## config.mk

```make
export PLATFORM = sky130hd
export DESIGN_NAME = periodic_task_timer_table
export DESIGN_NICKNAME = d
export VERILOG_FILES = /design/src/hdl/ptt_pkg.sv /design/src/hdl/periodic_task_timer_table.sv /design/src/hdl/ptt_cmp_sub.sv /design/src/hdl/ptt_free_find.sv /design/src/hdl/ptt_out_reg.sv
export SDC_FILE = /design/constraint.sdc
export NUM_CORES = 1
export LEC_CHECK = 0
export BUFFER_PORTS_ARGS = -buffer_cell sky130_fd_sc_hd__clkbuf_2
export CORE_MARGIN = 2
export CORE_UTILIZATION = 55
export CTS_CLUSTER_SIZE = 30
export DETAILED_ROUTE_END_ITERATION = 7
export GPL_ROUTABILITY_DRIVEN = 0
export PLACE_DENSITY = 0.69
export RECOVER_POWER = 25
export SYNTH_ARGS = -nofsm -noshare
export SYNTH_HDL_FRONTEND = slang
export SYNTH_HIERARCHICAL = 1
export SYNTH_SLANG_ARGS = --single-unit
export TNS_END_PERCENT = 1
```

## constraint.sdc

```tcl
create_clock -name i_clk -period 8.43 [get_ports i_clk]
set_input_delay 2.1075 -clock i_clk [delete_from_list [all_inputs] [get_ports i_clk]]
set_output_delay 2.1075 -clock i_clk [all_outputs]
set_load 0.02 [all_outputs]
```

## src/hdl/ptt_pkg.sv

```systemverilog
package ptt_pkg;

    localparam int SLOT_COUNT_DEF = 8;
    localparam int TIME_W         = 16;
    localparam int VICTIM_W       = 8;
    localparam int ID_W           = 3;

    // command codes
    localparam logic [1:0] CMD_ADD    = 2'd0;
    localparam logic [1:0] CMD_REMOVE = 2'd1;
    localparam logic [1:0] CMD_TICK   = 2'd2;

    // result kinds
    localparam logic [2:0] KIND_ADDED   = 3'd0;
    localparam logic [2:0] KIND_FULL    = 3'd1;
    localparam logic [2:0] KIND_REMOVED = 3'd2;
    localparam logic [2:0] KIND_FIRED   = 3'd3;
    localparam logic [2:0] KIND_DONE    = 3'd4;

    typedef struct packed {
        logic [1:0]          cmd;
        logic [TIME_W-1:0]   interval_ms;
        logic                repeat_flag;
        logic [VICTIM_W-1:0] slot_to_remove;
        logic [TIME_W-1:0]   elapsed_ms;
    } t_in_req;

    typedef struct packed {
        logic [2:0]      result_kind;
        logic [ID_W-1:0] slot_id;
        logic            last_of_run;
    } t_out_req;

    // shared compare/subtract unit result
    typedef struct packed {
        logic              expire;
        logic [TIME_W-1:0] diff;
    } t_cmp;

    typedef enum logic [1:0] {
        ST_IDLE,
        ST_WALK,
        ST_DONE
    } t_state;

endpackage

```

## src/hdl/periodic_task_timer_table.sv

```systemverilog
// Add, remove: one request per cycle while not stalled, result registered for the next
// cycle; an unused code is taken and gives no result. Tick: one slot per cycle, unless
// a firing slot waits for the output, through the shared compare/subtract unit, then the
// done state; the next request is taken after the done result is loaded. Input is taken
// only in idle while the output register can accept a result.
// Synchronous active-low reset clears the busy and periodic marks and the sequencer.
module periodic_task_timer_table #(
    parameter int SLOT_COUNT = ptt_pkg::SLOT_COUNT_DEF
) (
    input  logic              i_clk,
    input  logic              i_rst_n,
    input  logic              i_in_valid,
    output logic              o_in_stall,
    input  ptt_pkg::t_in_req  i_in_data,
    output logic              o_out_valid,
    input  logic              i_out_stall,
    output ptt_pkg::t_out_req o_out_data
);

    localparam int IDX_W = (SLOT_COUNT > 1) ? $clog2(SLOT_COUNT) : 1;

    // slot table: marks in flops with reset, time words without
    logic [SLOT_COUNT-1:0]     r_busy;
    logic [SLOT_COUNT-1:0]     r_periodic;
    logic [ptt_pkg::TIME_W-1:0] r_period    [SLOT_COUNT];
    logic [ptt_pkg::TIME_W-1:0] r_remaining [SLOT_COUNT];

    // sequencer
    ptt_pkg::t_state            r_state, n_state;
    logic [IDX_W-1:0]           r_idx;
    logic [ptt_pkg::TIME_W-1:0] r_elapsed;

    logic              in_acc;
    logic              out_free;
    logic              out_load;
    ptt_pkg::t_out_req out_data;
    logic              free_found;
    logic [IDX_W-1:0]  free_idx;
    ptt_pkg::t_cmp     cmp;
    logic              cur_busy;
    logic              last_idx;
    logic              step_adv;
    logic              victim_ok;
    logic [IDX_W-1:0]  victim_idx;

    assign o_in_stall = !((r_state == ptt_pkg::ST_IDLE) && out_free);
    assign in_acc     = i_in_valid && !o_in_stall;

    assign cur_busy   = r_busy[r_idx];
    assign last_idx   = (r_idx == IDX_W'(SLOT_COUNT - 1));
    // a firing slot waits here until the output register has room
    assign step_adv   = !cur_busy || !cmp.expire || out_free;

    assign victim_ok  = (i_in_data.slot_to_remove < ptt_pkg::VICTIM_W'(SLOT_COUNT));
    assign victim_idx = i_in_data.slot_to_remove[IDX_W-1:0];

    ptt_free_find #(
        .SLOT_COUNT (SLOT_COUNT),
        .IDX_W      (IDX_W)
    ) u_free_find (
        .i_busy  (r_busy),
        .o_found (free_found),
        .o_idx   (free_idx)
    );

    // the one arithmetic unit, reused for every slot of a tick
    ptt_cmp_sub u_cmp_sub (
        .i_remaining (r_remaining[r_idx]),
        .i_elapsed   (r_elapsed),
        .o_res       (cmp)
    );

    ptt_out_reg u_out_reg (
        .i_clk   (i_clk),
        .i_rst_n (i_rst_n),
        .i_load  (out_load),
        .i_data  (out_data),
        .i_stall (i_out_stall),
        .o_free  (out_free),
        .o_valid (o_out_valid),
        .o_data  (o_out_data)
    );

    // next state
    always_comb begin
        n_state = r_state;
        unique case (r_state)
            ptt_pkg::ST_IDLE: begin
                if (in_acc && (i_in_data.cmd == ptt_pkg::CMD_TICK)) begin
                    n_state = ptt_pkg::ST_WALK;
                end
            end
            ptt_pkg::ST_WALK: begin
                if (step_adv && last_idx) begin
                    n_state = ptt_pkg::ST_DONE;
                end
            end
            ptt_pkg::ST_DONE: begin
                if (out_free) begin
                    n_state = ptt_pkg::ST_IDLE;
                end
            end
            default: n_state = ptt_pkg::ST_IDLE;
        endcase
    end

    // result generation
    always_comb begin
        out_load = 1'b0;
        out_data = '0;
        unique case (r_state)
            ptt_pkg::ST_IDLE: begin
                if (in_acc) begin
                    out_data.last_of_run = 1'b1;
                    case (i_in_data.cmd)
                        ptt_pkg::CMD_ADD: begin
                            out_load = 1'b1;
                            if (free_found) begin
                                out_data.result_kind = ptt_pkg::KIND_ADDED;
                                out_data.slot_id     = ptt_pkg::ID_W'(free_idx);
                            end else begin
                                out_data.result_kind = ptt_pkg::KIND_FULL;
                            end
                        end
                        ptt_pkg::CMD_REMOVE: begin
                            out_load             = 1'b1;
                            out_data.result_kind = ptt_pkg::KIND_REMOVED;
                        end
                        default: out_load = 1'b0;
                    endcase
                end
            end
            ptt_pkg::ST_WALK: begin
                if (cur_busy && cmp.expire && out_free) begin
                    out_load             = 1'b1;
                    out_data.result_kind = ptt_pkg::KIND_FIRED;
                    out_data.slot_id     = ptt_pkg::ID_W'(r_idx);
                end
            end
            ptt_pkg::ST_DONE: begin
                if (out_free) begin
                    out_load             = 1'b1;
                    out_data.result_kind = ptt_pkg::KIND_DONE;
                    out_data.last_of_run = 1'b1;
                end
            end
            default: out_load = 1'b0;
        endcase
    end

    // control state and slot marks
    always_ff @(posedge i_clk) begin
        if (!i_rst_n) begin
            r_state    <= ptt_pkg::ST_IDLE;
            r_idx      <= '0;
            r_busy     <= '0;
            r_periodic <= '0;
        end else begin
            r_state <= n_state;
            if (in_acc) begin
                case (i_in_data.cmd)
                    ptt_pkg::CMD_ADD: begin
                        if (free_found) begin
                            r_busy[free_idx]     <= 1'b1;
                            r_periodic[free_idx] <= i_in_data.repeat_flag;
                        end
                    end
                    ptt_pkg::CMD_REMOVE: begin
                        if (victim_ok) begin
                            r_busy[victim_idx]     <= 1'b0;
                            r_periodic[victim_idx] <= 1'b0;
                        end
                    end
                    ptt_pkg::CMD_TICK: begin
                        r_idx <= '0;
                    end
                    default: r_idx <= r_idx;
                endcase
            end
            if (r_state == ptt_pkg::ST_WALK) begin
                // one-shot slot that fires is freed
                if (cur_busy && cmp.expire && out_free && !r_periodic[r_idx]) begin
                    r_busy[r_idx]     <= 1'b0;
                    r_periodic[r_idx] <= 1'b0;
                end
                if (step_adv && !last_idx) begin
                    r_idx <= r_idx + 1'b1;
                end
            end
        end
    end

    // time words: single write port, no reset
    always_ff @(posedge i_clk) begin
        if (in_acc && (i_in_data.cmd == ptt_pkg::CMD_TICK)) begin
            r_elapsed <= i_in_data.elapsed_ms;
        end
        if (in_acc && (i_in_data.cmd == ptt_pkg::CMD_ADD) && free_found) begin
            r_period[free_idx]    <= i_in_data.interval_ms;
            r_remaining[free_idx] <= i_in_data.interval_ms;
        end else if ((r_state == ptt_pkg::ST_WALK) && cur_busy) begin
            if (!cmp.expire) begin
                r_remaining[r_idx] <= cmp.diff;
            end else if (out_free && r_periodic[r_idx]) begin
                r_remaining[r_idx] <= r_period[r_idx];
            end
        end
    end

    // requests are taken only while the sequencer is idle
    a_stall_outside_idle: assert property (@(posedge i_clk) disable iff (!i_rst_n)
        (r_state != ptt_pkg::ST_IDLE) |-> o_in_stall)
        else $error("input taken while sequencer busy");

    // a tick always starts its walk at slot zero
    a_walk_start: assert property (@(posedge i_clk) disable iff (!i_rst_n)
        (in_acc && (i_in_data.cmd == ptt_pkg::CMD_TICK)) |=>
        ((r_state == ptt_pkg::ST_WALK) && (r_idx == '0)))
        else $error("tick walk did not start at slot zero");

    // fired results only come from occupied slots
    a_fire_busy: assert property (@(posedge i_clk) disable iff (!i_rst_n)
        (out_load && (out_data.result_kind == ptt_pkg::KIND_FIRED)) |-> cur_busy)
        else $error("free slot reported as fired");

    // a successful add leaves the claimed slot occupied
    a_add_claims: assert property (@(posedge i_clk) disable iff (!i_rst_n)
        (in_acc && (i_in_data.cmd == ptt_pkg::CMD_ADD) && free_found) |=>
        r_busy[$past(free_idx)])
        else $error("added slot not marked busy");

endmodule

```

## src/hdl/ptt_cmp_sub.sv

```systemverilog
module ptt_cmp_sub (
    input  logic [ptt_pkg::TIME_W-1:0] i_remaining,
    input  logic [ptt_pkg::TIME_W-1:0] i_elapsed,
    output ptt_pkg::t_cmp              o_res
);

    logic [ptt_pkg::TIME_W:0] diff_ext;

    // one subtractor gives both the decrement and the compare
    assign diff_ext     = {1'b0, i_remaining} - {1'b0, i_elapsed};
    assign o_res.diff   = diff_ext[ptt_pkg::TIME_W-1:0];
    assign o_res.expire = diff_ext[ptt_pkg::TIME_W] ||
                          (diff_ext[ptt_pkg::TIME_W-1:0] == '0);

endmodule

```

## src/hdl/ptt_free_find.sv

```systemverilog
module ptt_free_find #(
    parameter int SLOT_COUNT = ptt_pkg::SLOT_COUNT_DEF,
    parameter int IDX_W      = (SLOT_COUNT > 1) ? $clog2(SLOT_COUNT) : 1
) (
    input  logic [SLOT_COUNT-1:0] i_busy,
    output logic                  o_found,
    output logic [IDX_W-1:0]      o_idx
);

    // lowest free slot wins
    always_comb begin
        o_found = 1'b0;
        o_idx   = '0;
        for (int i = SLOT_COUNT - 1; i >= 0; i--) begin
            if (!i_busy[i]) begin
                o_found = 1'b1;
                o_idx   = IDX_W'(i);
            end
        end
    end

endmodule

```

## src/hdl/ptt_out_reg.sv

```systemverilog
module ptt_out_reg (
    input  logic              i_clk,
    input  logic              i_rst_n,
    input  logic              i_load,
    input  ptt_pkg::t_out_req i_data,
    input  logic              i_stall,
    output logic              o_free,
    output logic              o_valid,
    output ptt_pkg::t_out_req o_data
);

    logic              r_valid;
    ptt_pkg::t_out_req r_data;

    assign o_free  = !r_valid || !i_stall;
    assign o_valid = r_valid;
    assign o_data  = r_data;

    always_ff @(posedge i_clk) begin
        if (!i_rst_n) begin
            r_valid <= 1'b0;
        end else if (i_load) begin
            r_valid <= 1'b1;
        end else if (!i_stall) begin
            r_valid <= 1'b0;
        end
    end

    always_ff @(posedge i_clk) begin
        if (i_load) begin
            r_data <= i_data;
        end
    end

endmodule
```

==> results.ini, run 1 <==
[die]
start_util_pct = 55.7
die_h_um = 161
core_area_mm2 = 0.0242
dieWidth_um = 161
rows = 57
dieArea_mm2 = 0.0258
ioPinCount = 56

[worst_setup_path]
cp_cell_sequence = buf_4 -> mux4_2 -> mux2_2 -> ha_1 -> a211oi_1 -> o21ai_0 -> nand2_1 -> and3_1 -> xnor2_1 -> nor4b_2 -> o2111ai_1 -> o211ai_1 -> o2111a_2 -> a21oi_1 -> o31ai_1
cp_data_required_time_ns = 8.68
critPathLaunchType = flip-flop
cp.depth = 15
cp.arrival_ns = 6.68
slowest_stage = dfxtp_4
crit_fanout = 50
r2r_slack_ns = 2.00
crit_path_end_kind = flip-flop
critPathKind = reg -> reg
critPathBufInv = 1
critical_path.top_delay_family = compound AO/OA/AOI/OAI gates
critPathMaxStageDelay_ns = 0.96
r2r_cells = 15

[synth]
synthesis.nets = 903
avgSynthCellArea_um2 = 16.1
synthAdderAreaFrac_pct = 1.82
synth_ff_type = edfxtp_1
synth_xor_area_share_pct = 0.650
synth_top_family_by_area = multiplexers
synth_enable_flop_cells = 279
mappedNetlistArea_mm2 = 0.0135
synth.top_cells.by_area = edfxtp_1 62%, mux4_2 11%, dfxtp_1 3.3%
syn_inst = 837
synth-compound-area-share_pct = 8.47
yosys_register_bits = 301
async_flop_share_pct = 0
synth.area.mux_share_pct = 14.2
synth_top_area_cell = edfxtp_1
yosys_warnings = 6
yosysSeqAreaShare_pct = 65.4
synth-simple-area-share_pct = 6.61
ys_types = 80
synth_top_area_share_pct = 62.2

[sta]
setup_viol = 0
fin_worst_skew_ns = 0.0161
setup_ws_ns = 2.00
period_share_pct = 76.3
relSlewSlack_pct = 28.2
setup_tns_ns = 0
hold_viol = 0
drv_slew = 0
max_freq_mhz = 155
tightest_slew_ns = 1.07
rsz0062_at_grt = no
min_period_ns = 6.43

[pwr]
p_leak_nw = 4.94
p_int_mw = 2.48
switching_power_mw = 0.707
powerDensity_mw_per_mm2 = 211
seqPwrFrac_pct = 52.0
irDropWorstVdd_v = 0.000160
p_comb_share_pct = 6.4
power.total_mw = 3.18
switching_share_pct = 22.2
clockPowerShare_pct = 41.7

[final_layout]
final.fill_count = 1723
design_area_mm2 = 0.0151
area_growth_pct = 11.8
drive_above_1_share_pct = 23.8
layout_commonest_cell = edfxtp_1
antenna_cells = 0
nets = 963
regArea_mm2 = 0.00882
multi_input_area_mm2 = 0.00433
layout_common_cells = 279 x edfxtp_1, 66 x mux4_2, 39 x clkbuf_2

[detailed_routing]
drcViolationCount = 0
routed_wl_mm = 30.0
avgRoutedWirePerCell_um = 24.1
vias_per_cell = 6.41
initialDrtViolationCount = 862
vias = 7982
first_pass_iters = 7
ant_nets = 0

[grt]
overflow = 0
grt_use_total_pct = 23.4
antenna_found_initial = 1
grt_pass1_wl_mm = 45.9
grt_pass1_vias = 7800
grt_max_degree = 57

[placement]
io_buffers = 55
pre_cts_ws_ns = 1.95
dp_hpwl_mm = 18.9
place_area_mm2 = 0.0141

[hold_path]
hold_path_depth = 2
hold_class = reg -> reg

[clock_tree]
root_buffer = clkbuf_16
cts_setup_buffers = 0
hold_buffers = 0
cts.sinks = 301
h-tree-depth = 1
clockBufferDepth = 3
clk_pin_slew_ns = 0.06
cts_tree = done
cts_resized = 0
clk_latency_ns = 0.58
cts_buffers = 31

[flow_run]
maxCapViolCount = 0

[outcome]
status = completed

## power groups by stage
stage / Sequential, mW / Combinational [mW] / Clock, mW
after CTS: 1.66 / 0.201 / 1.34
final: 1.66 / 0.202 / 1.33
after floorplan: 1.68 / 0.146 / 0
after global placement: 1.69 / 0.195 / 0
after detailed placement: 1.69 / 0.200 / 0
after global routing: 1.66 / 0.219 / 1.41
## worst register-to-register path, cell delays in order, from the launching register on
cell,delay (ns)
dfxtp_4,0.96
buf_4,0.68
mux4_2,0.60
mux2_2,0.27
ha_1,0.38
a211oi_1,0.27
o21ai_0,0.17
nand2_1,0.11
and3_1,0.19
xnor2_1,0.12
nor4b_2,0.29
o2111ai_1,0.14
o211ai_1,0.27
o2111a_2,0.74
a21oi_1,0.16
o31ai_1,0.77
## metrics by stage
step	util, %	hold WS (ns)	std cells
after CTS	62.4	0.488	1245
after detailed placement	58.3	0.479	1188
after global routing	62.3	0.507	1245
after floorplan	-	0.450	837
final	62.3	0.489	1245
after global placement	58.3	0.468	1188
## cell usage after synthesis (all sizes together) (17+ instances only)
master  count
dfxtp      22
mux4       66
buf        21
a21oi      35
inv        34
o21ai      39
nor2       35
o31ai      18
ha         18
and3       21
nand2      26
clkbuf     24
edfxtp    279
mux2i      24
mux2       17
## cell type report
cell class	instances	area share, %
Clock buffer	34	5.36
Clock inverter	23	1.24
Inverter	34	0.847
Multi-Input combinational cell	457	28.7
Sequential cell	301	58.6
Tap cell	324	2.69
Timing Repair Buffer	72	2.54
## path summary, 6_finish.rpt
check | end | start
worst max register to register | r_remaining[3][11] | r_idx[0]
worst min register to register | r_periodic[5] | r_periodic[5]
worst min-delay path | r_periodic[5] | r_periodic[5]
worst max-delay path | r_remaining[3][11] | r_idx[0]
## state kept, by name, summed over array words and instances, names as in the netlist, 2 cells and up
signal and flops:
r_period 128, r_state 2, r_elapsed 16, u_out_reg/o_data 7, r_busy 8, r_idx 3
r_remaining 128, r_periodic 8
## cell families after synthesis
kind of cell    after synthesis
compound gates              161
xor+xnor                     10
fa+ha+maj                    19
buf+inv                      79
flops                       301
mux                         107
simple gates                160
## per-layer routing
metal	routed length [um]	share of wire [%]	track usage, %	vias up
met3	2240	7.5	3.43	65
met2	14500	48	38.2	385
met5	0	0	0	-
met1	12600	42	33.6	4026
li1	-	-	-	3506
met4	691	2.3	6.39	0
(Power assumes the default switching activity.)
==> inputs of run 2 (changes only) <==
ABC_AREA = 1   (was unset)
clock period = 6.6 ns   (was 8.43 ns; I/O delays follow)
==> run 2 against run 1 <==
  * Clock skew is 0.0040 ns lower
  * Synthesized area is 1.9% higher
  * Routed wire length is 16% higher
  * Via count is 24% higher
  * Sequential share of layout area is 1.4 points lower
  * Count of clock-buffer cells in the layout is 8 higher
  * Non-clock buffer count is 8 higher
  * Global-route usage is 3.2 points higher
  * Fmax is 15% higher
  * Hold slack worse by 0.0013 ns
  * Sequential cell count stayed put
  * Critical path type unchanged
  * Critical endpoint is now r_remaining[5][7]
  * Largest power group unchanged
==> results.ini, run 2 <==
[die]
dieWidth_um = 162  ; +0.91%
ioPinCount = 56  ; unchanged
rows = 57  ; unchanged
core_area_mm2 = 0.0244  ; +0.89%
dieArea_mm2 = 0.0262  ; +1.8%
start_util_pct = 56.3  ; +0.55 points
die_h_um = 162  ; +0.91%

[sta]
hold_viol = 0  ; unchanged
tightest_slew_ns = 1.24  ; +0.162 ns
min_period_ns = 5.58  ; -0.856 ns
fin_worst_skew_ns = 0.0121  ; -0.00399 ns
setup_viol = 0  ; unchanged
relSlewSlack_pct = 17.5  ; -11 points
period_share_pct = 84.5  ; +8.2 points
rsz0062_at_grt = no
drv_slew = 0  ; unchanged
setup_tns_ns = 0  ; unchanged
max_freq_mhz = 179  ; +15%

[final_layout]
layout_common_cells = 279 x edfxtp_1, 184 x o21ai_0, 178 x nor2_1
final.fill_count = 1965  ; +14%
layout_commonest_cell = edfxtp_1
area_growth_pct = 12.3
design_area_mm2 = 0.0154  ; +2.4%
largestRegisters = r_period: 128 flops, r_remaining: 128 flops, r_elapsed: 16 flops
drive_above_1_share_pct = 11.7  ; -12 points
antenna_cells = 0  ; unchanged
nets = 1419  ; +47%

[synth]
ys_types = 40  ; -50%
async_flop_share_pct = 0  ; unchanged
synth_enable_flop_cells = 279  ; unchanged
synth_ff_type = edfxtp_1
synthTopCellsByCount = 279 x edfxtp_1, 184 x nor2_1, 184 x o21ai_0, 168 x nand2_1, 108 x inv_1
yosys_register_bits = 301  ; unchanged
syn_inst = 1292  ; +54%
synth.most_common_cell = edfxtp_1
synth_top_area_cell = edfxtp_1
mappedNetlistArea_mm2 = 0.0137  ; +1.9%
avgSynthCellArea_um2 = 10.6  ; -34%
synth_top_area_share_pct = 61.0  ; -1.1 points
synth.top_cells.by_area = edfxtp_1 61%, o21ai_0 6.7%, nor2_1 5.0%
yosysSeqAreaShare_pct = 64.2  ; -1.2 points
yosys_warnings = 6  ; unchanged
synthesis.nets = 1358  ; +50%

[worst_setup_path]
crit_path_end_kind = flip-flop
cp_cell_sequence = inv_2 -> nor2_4 -> o21a_1 -> o21ai_0 -> o2111ai_1 -> inv_1 -> ha_1 -> inv_1 -> fa_1 -> or2_2 -> nor2_1 -> nand3_1 -> nor2_1 -> nand3_1 -> nor2_1 -> nand3_1 -> nand2_1 -> nand2_1 -> nor2_4 -> nand3_2 -> buf_4 -> o21ai_0 -> a21oi_1
crit_fanout = 20  ; -60%
rr_endpoint = r_remaining[5][7]
slowest_stage = dfxtp_1
cp-startpoint = r_idx[2]
r2r_cells = 23  ; +8
cp.arrival_ns = 5.77  ; -0.91 ns
critPathCapture = r_remaining[5][7]
cp_data_required_time_ns = 6.79  ; -1.89 ns
critPathKind = reg -> reg
critPathMaxStageDelay_ns = 0.54  ; -0.42 ns
r2r_slack_ns = 1.02  ; -0.97 ns
critPathLaunchType = flip-flop
timing.rr.start = r_idx[2]

[detailed_routing]
routed_wl_mm = 34.7  ; +16%
vias_per_cell = 5.84  ; -9.0%
avgRoutedWirePerCell_um = 20.4  ; -15%
initialDrtViolationCount = 1273  ; +48%
vias = 9917  ; +24%
drcViolationCount = 0  ; unchanged
first_pass_iters = 5  ; -2
ant_nets = 0  ; unchanged

[clock_tree]
cts_resized = 0  ; unchanged
clk_pin_slew_ns = 0.06  ; about the same
cts.sinks = 301  ; unchanged
cts_setup_buffers = 0  ; unchanged
h-tree-depth = 1  ; unchanged
clockBufferDepth = 3  ; unchanged
clk_latency_ns = 0.58  ; about the same
cts_buffers = 31  ; unchanged
cts_tree = done
root_buffer = clkbuf_16
hold_buffers = 0  ; unchanged

[grt]
grt_pass1_vias = 9331  ; +20%
antenna_found_initial = 0  ; -1
grt_pass1_wl_mm = 53.2  ; +16%
grt_use_total_pct = 26.6  ; +3.2 points
overflow = 0  ; unchanged
grt_max_degree = 113  ; +98%

[pwr]
irDropWorstVdd_v = 0.000269  ; +68%
p_leak_nw = 5.66  ; +15%
power.total_mw = 4.37  ; +37%
powerDensity_mw_per_mm2 = 283  ; +34%

[hold_path]
hold_class = reg -> reg

[placement]
io_buffers = 55  ; unchanged
dp_hpwl_mm = 22.6  ; +20%
place_area_mm2 = 0.0144  ; +2.2%

[outcome]
status = completed

[flow_run]
maxCapViolCount = 0  ; unchanged

## run 2: cell types whose count changed after synthesis, moves of 39 or more
cell	delta
inv_1	+74
mux4_2	-66
nand2_1	+142
nand3_1	+39
nor2_1	+149
o21a_1	+63
o21ai_0	+147
## run 2: cells by family after synthesis
kind of cell | after synthesis | synth area share [%]
simple gates | 451 | 14.0
compound gates | 351 | 15.0
flops | 301 | 64.2
buf+inv | 169 | 4.88
fa+ha+maj | 19 | 1.79
xor+xnor | 1 | 0.0638
## run 2: where the power goes
| part | total [mW] | leakage (nW) | switching, mW | internal, mW |
|---|---|---|---|---|
| clock network | 1.78 | 0.494 | 0.735 | 1.04 |
| registers | 2.11 | 2.70 | 0.00818 | 2.11 |
| logic | 0.480 | 2.46 | 0.334 | 0.146 |
| total | 4.37 | 5.66 | 1.08 | 3.29 |
## run 2: how the worst min path moves through the flow
stage	start	endpoint	slack, ns	cells after the start
finish	r_periodic[6]	r_periodic[6]	0.49	2
global route	r_periodic[6]	r_periodic[6]	0.52	2
CTS	r_periodic[6]	r_periodic[6]	0.49	2
detailed placement	r_periodic[7]	r_periodic[7]	0.48	2
global placement	r_periodic[6]	r_periodic[6]	0.45	2
floorplan	r_periodic[6]	r_periodic[6]	0.44	2
## run 2: through the flow
| stage | utilization [%] | setup WS (ns) | instances | hold slack (ns) |
|---|---|---|---|---|
| 3_3_place_gp | 59.1 | 1.23 | 1644 | 0.455 |
| 5_1_grt | 63.2 | 0.740 | 1699 | 0.519 |
| 4_1_cts | 63.3 | 1.15 | 1699 | 0.486 |
| 3_5_place_dp | 59.1 | 1.19 | 1644 | 0.476 |
| 6_report | 63.2 | 1.02 | 1699 | 0.488 |
| 2_1_floorplan | - | 1.64 | 1292 | 0.439 |
## run 2: critical path: cells and delay by family, from the launching register on
| family | cells | cell delay (ns) |
|---|---|---|
| AOI/OAI and AO/OA | 5 | 1.17 |
| DFF | 1 | 0.54 |
| buffers and inverters | 4 | 0.68 |
| adders and majority gates | 2 | 0.65 |
| and+or+nand+nor | 12 | 2.15 |
## run 2: cell type report
class	count	area, um^2	area share (%)
Clock buffer	42	870	5.64
Clock inverter	13	163	1.05
Multi-Input combinational cell	822	4270	27.7
Sequential cell	301	8820	57.2
Timing Repair Buffer	80	452	2.93
Inverter	117	440	2.86
Tap cell	324	405	2.63
## run 2: routing by layer
layer | vias to the layer above | routed length, um | global-route usage (%)
met1 | 4760 | 15000 | 38.5
met5 | - | 0 | 0
met3 | 81 | 3150 | 4.95
met4 | 0 | 957 | 8.05
li1 | 4638 | - | -
met2 | 438 | 15600 | 41.4
==> inputs of run 3 (changes only) <==
clock period = 5.4 ns   (was 6.6 ns; I/O delays follow)
==> run 3 against run 2 <==
  * Combinational power rose by 23%
  * Final cell count increased by 0.35%
  * Core utilization rose by 0.38 points
  * Count of clock-buffer cells in the layout shrank 6
  * Sequential share of layout area is 0.34 points lower
  * Routed wire length fell by 4.3%
  * First-iteration DRC count decreased by 14%
  * Register-to-register slack worse by 0.66 ns
  * Critical endpoint is now r_remaining[0][15]
==> results.ini, run 3 (synthesized netlist as in run 2, its figures left out) <==
[worst_setup_path]
cp_cell_sequence = inv_2 -> nor2_4 -> buf_4 -> o21ai_0 -> o2111ai_1 -> ha_1 -> a21oi_1 -> o21ai_0 -> nor2_1 -> nand2_1 -> nand2_1 -> nand2_1 -> nor2_1 -> nand3_1 -> nand2_1 -> nand2_1 -> nor2_4 -> nand3_2 -> buf_12 -> o21bai_1 -> a21oi_1
slowest_stage = a21oi_1
crit_fanout = 39  ; +95%
critPathMaxStageDelay_ns = 0.67  ; +0.13 ns
critical_path.top_delay_family = compound AO/OA/AOI/OAI gates
critPathLaunchType = flip-flop
cp.arrival_ns = 5.29  ; -0.48 ns
crit_path_frequent_cell = nand2_1
critPathBufInv = 3  ; -1
crit_path_end_kind = flip-flop
critPathKind = reg -> reg
cp_data_required_time_ns = 5.65  ; -1.14 ns

[grt]
grt_pass1_wl_mm = 51.2  ; -3.7%
antenna_found_initial = 0  ; unchanged
grt_use_total_pct = 25.4  ; -1.1 points
use_met1_pct = 36.5  ; -2.0 points
met3_usage_pct = 4.29  ; -0.66 points
grt.busiest_layer = met2
grt_pass1_vias = 9153  ; -1.9%
overflow = 0  ; unchanged
grt_max_degree = 141  ; +25%
use_met2_pct = 40.8  ; -0.62 points

[detailed_routing]
avgRoutedWirePerCell_um = 19.5  ; -4.7%
vias_per_cell = 5.70  ; -2.3%
vias = 9726  ; -1.9%
drcViolationCount = 0  ; unchanged
initialDrtViolationCount = 1096  ; -14%
routed_wl_mm = 33.2  ; -4.3%
ant_nets = 0  ; unchanged
first_pass_iters = 6  ; +1

[final_layout]
final.fill_count = 1942  ; -1.2%
layout_common_cells = 279 x edfxtp_1, 184 x o21ai_0, 178 x nor2_1
drive_above_1_share_pct = 12.1  ; +0.38 points
area_growth_pct = 13.0
multi_input_area_mm2 = 0.00427  ; about the same
design_area_mm2 = 0.0155  ; +0.60%
nets = 1423  ; +0.28%
largestRegisters = r_period: 128 flops, r_remaining: 128 flops, r_elapsed: 16 flops
antenna_cells = 0  ; unchanged
layout_commonest_cell = edfxtp_1
regArea_mm2 = 0.00882  ; unchanged

[die]
dieWidth_um = 162  ; unchanged
die_h_um = 162  ; unchanged
ioPinCount = 56  ; unchanged
dieArea_mm2 = 0.0262  ; unchanged
start_util_pct = 56.3  ; unchanged
core_area_mm2 = 0.0244  ; unchanged
rows = 57  ; unchanged

[sta]
relSlewSlack_pct = 24.9  ; +7.4 points
drv_slew = 0  ; unchanged
tightest_slew_ns = 1.13  ; -0.109 ns
fin_worst_skew_ns = 0.0187  ; +0.00656 ns
rsz0062_at_grt = no
min_period_ns = 5.04  ; -0.540 ns
hold_viol = 0  ; unchanged
period_share_pct = 93.3  ; +8.8 points
setup_ws_ns = 0.362  ; -0.660 ns
max_freq_mhz = 198  ; +11%
setup_viol = 0  ; unchanged
setup_tns_ns = 0  ; unchanged

[hold_path]
hold_class = reg -> reg

[clock_tree]
clk_pin_slew_ns = 0.06  ; about the same
hold_buffers = 0  ; unchanged
h-tree-depth = 1  ; unchanged
cts.sinks = 301  ; unchanged
root_buffer = clkbuf_16
clockBufferDepth = 3  ; unchanged
clk_latency_ns = 0.57  ; about the same
cts_buffers = 30  ; -3.2%
cts_tree = done

[pwr]
p_leak_nw = 5.71  ; +0.89%
powerDensity_mw_per_mm2 = 346  ; +22%
irDropWorstVdd_v = 0.000356  ; +33%

[placement]
place_area_mm2 = 0.0145  ; +0.52%
dp_hpwl_mm = 22.2  ; -1.9%
pre_cts_ws_ns = 0.431  ; -0.759 ns
io_buffers = 55  ; unchanged

[outcome]
status = completed

[flow_run]
maxCapViolCount = 0  ; unchanged

-- run 3: worst min-delay path, stage by stage, from the launching register on --
cell	delay (ns)
dfxtp_1	0.31
o21ai_0	0.07
a21oi_1	0.06
-- run 3: final cells by class --
class                   count  share of cell area, %
flip-flops and latches    301                   56.9
clock inverters            20                   1.76
well taps                 324                   2.61
clock buffers              36                   4.99
repair buffers             85                   3.40
multi-input cells         822                   27.5
inverters                 117                   2.84
-- run 3: routing by layer --
metal / wire length (um) / vias to the layer above
met4: 746 / 0
met1: 14300 / 4641
met3: 2690 / 63
li1: - / 4650
met2: 15500 / 372
met5: 0 / -
-- run 3: per-stage QoR --
step                utilization, %  std cells  total power, mW  hold WS [ns]
floorplan                        -       1292             3.03         0.439
global placement              59.4       1649             3.21         0.450
detailed placement            59.4       1649             3.22         0.477
CTS                           63.7       1705             5.39         0.488
global route                  63.6       1705             5.54         0.508
finish                        63.6       1705             5.36         0.484
-- run 3: what timing repair did --
action                                  in CTS  in global routing
endpoints found under the setup margin       0                  2
buffers inserted                             0                  0
resized for setup                            0                  1
-- run 3: worst paths after layout --
path / start / slack [ns] / endpoint / cells after the start
setup / recovery: r_idx[1] / 0.36 / r_remaining[0][15] / 21
setup reg to reg: r_idx[1] / 0.36 / r_remaining[0][15] / 21
hold / removal: r_periodic[7] / 0.48 / r_periodic[7] / 2
hold reg to reg: r_periodic[7] / 0.48 / r_periodic[7] / 2
-- run 3: power breakdown --
group | switching, mW | leakage [nW] | total (mW) | internal [mW]
Sequential | 0.00942 | 2.70 | 2.58 | 2.57
Clock | 0.877 | 0.504 | 2.19 | 1.31
Combinational | 0.408 | 2.50 | 0.591 | 0.183
Total | 1.29 | 5.71 | 5.36 | 4.07
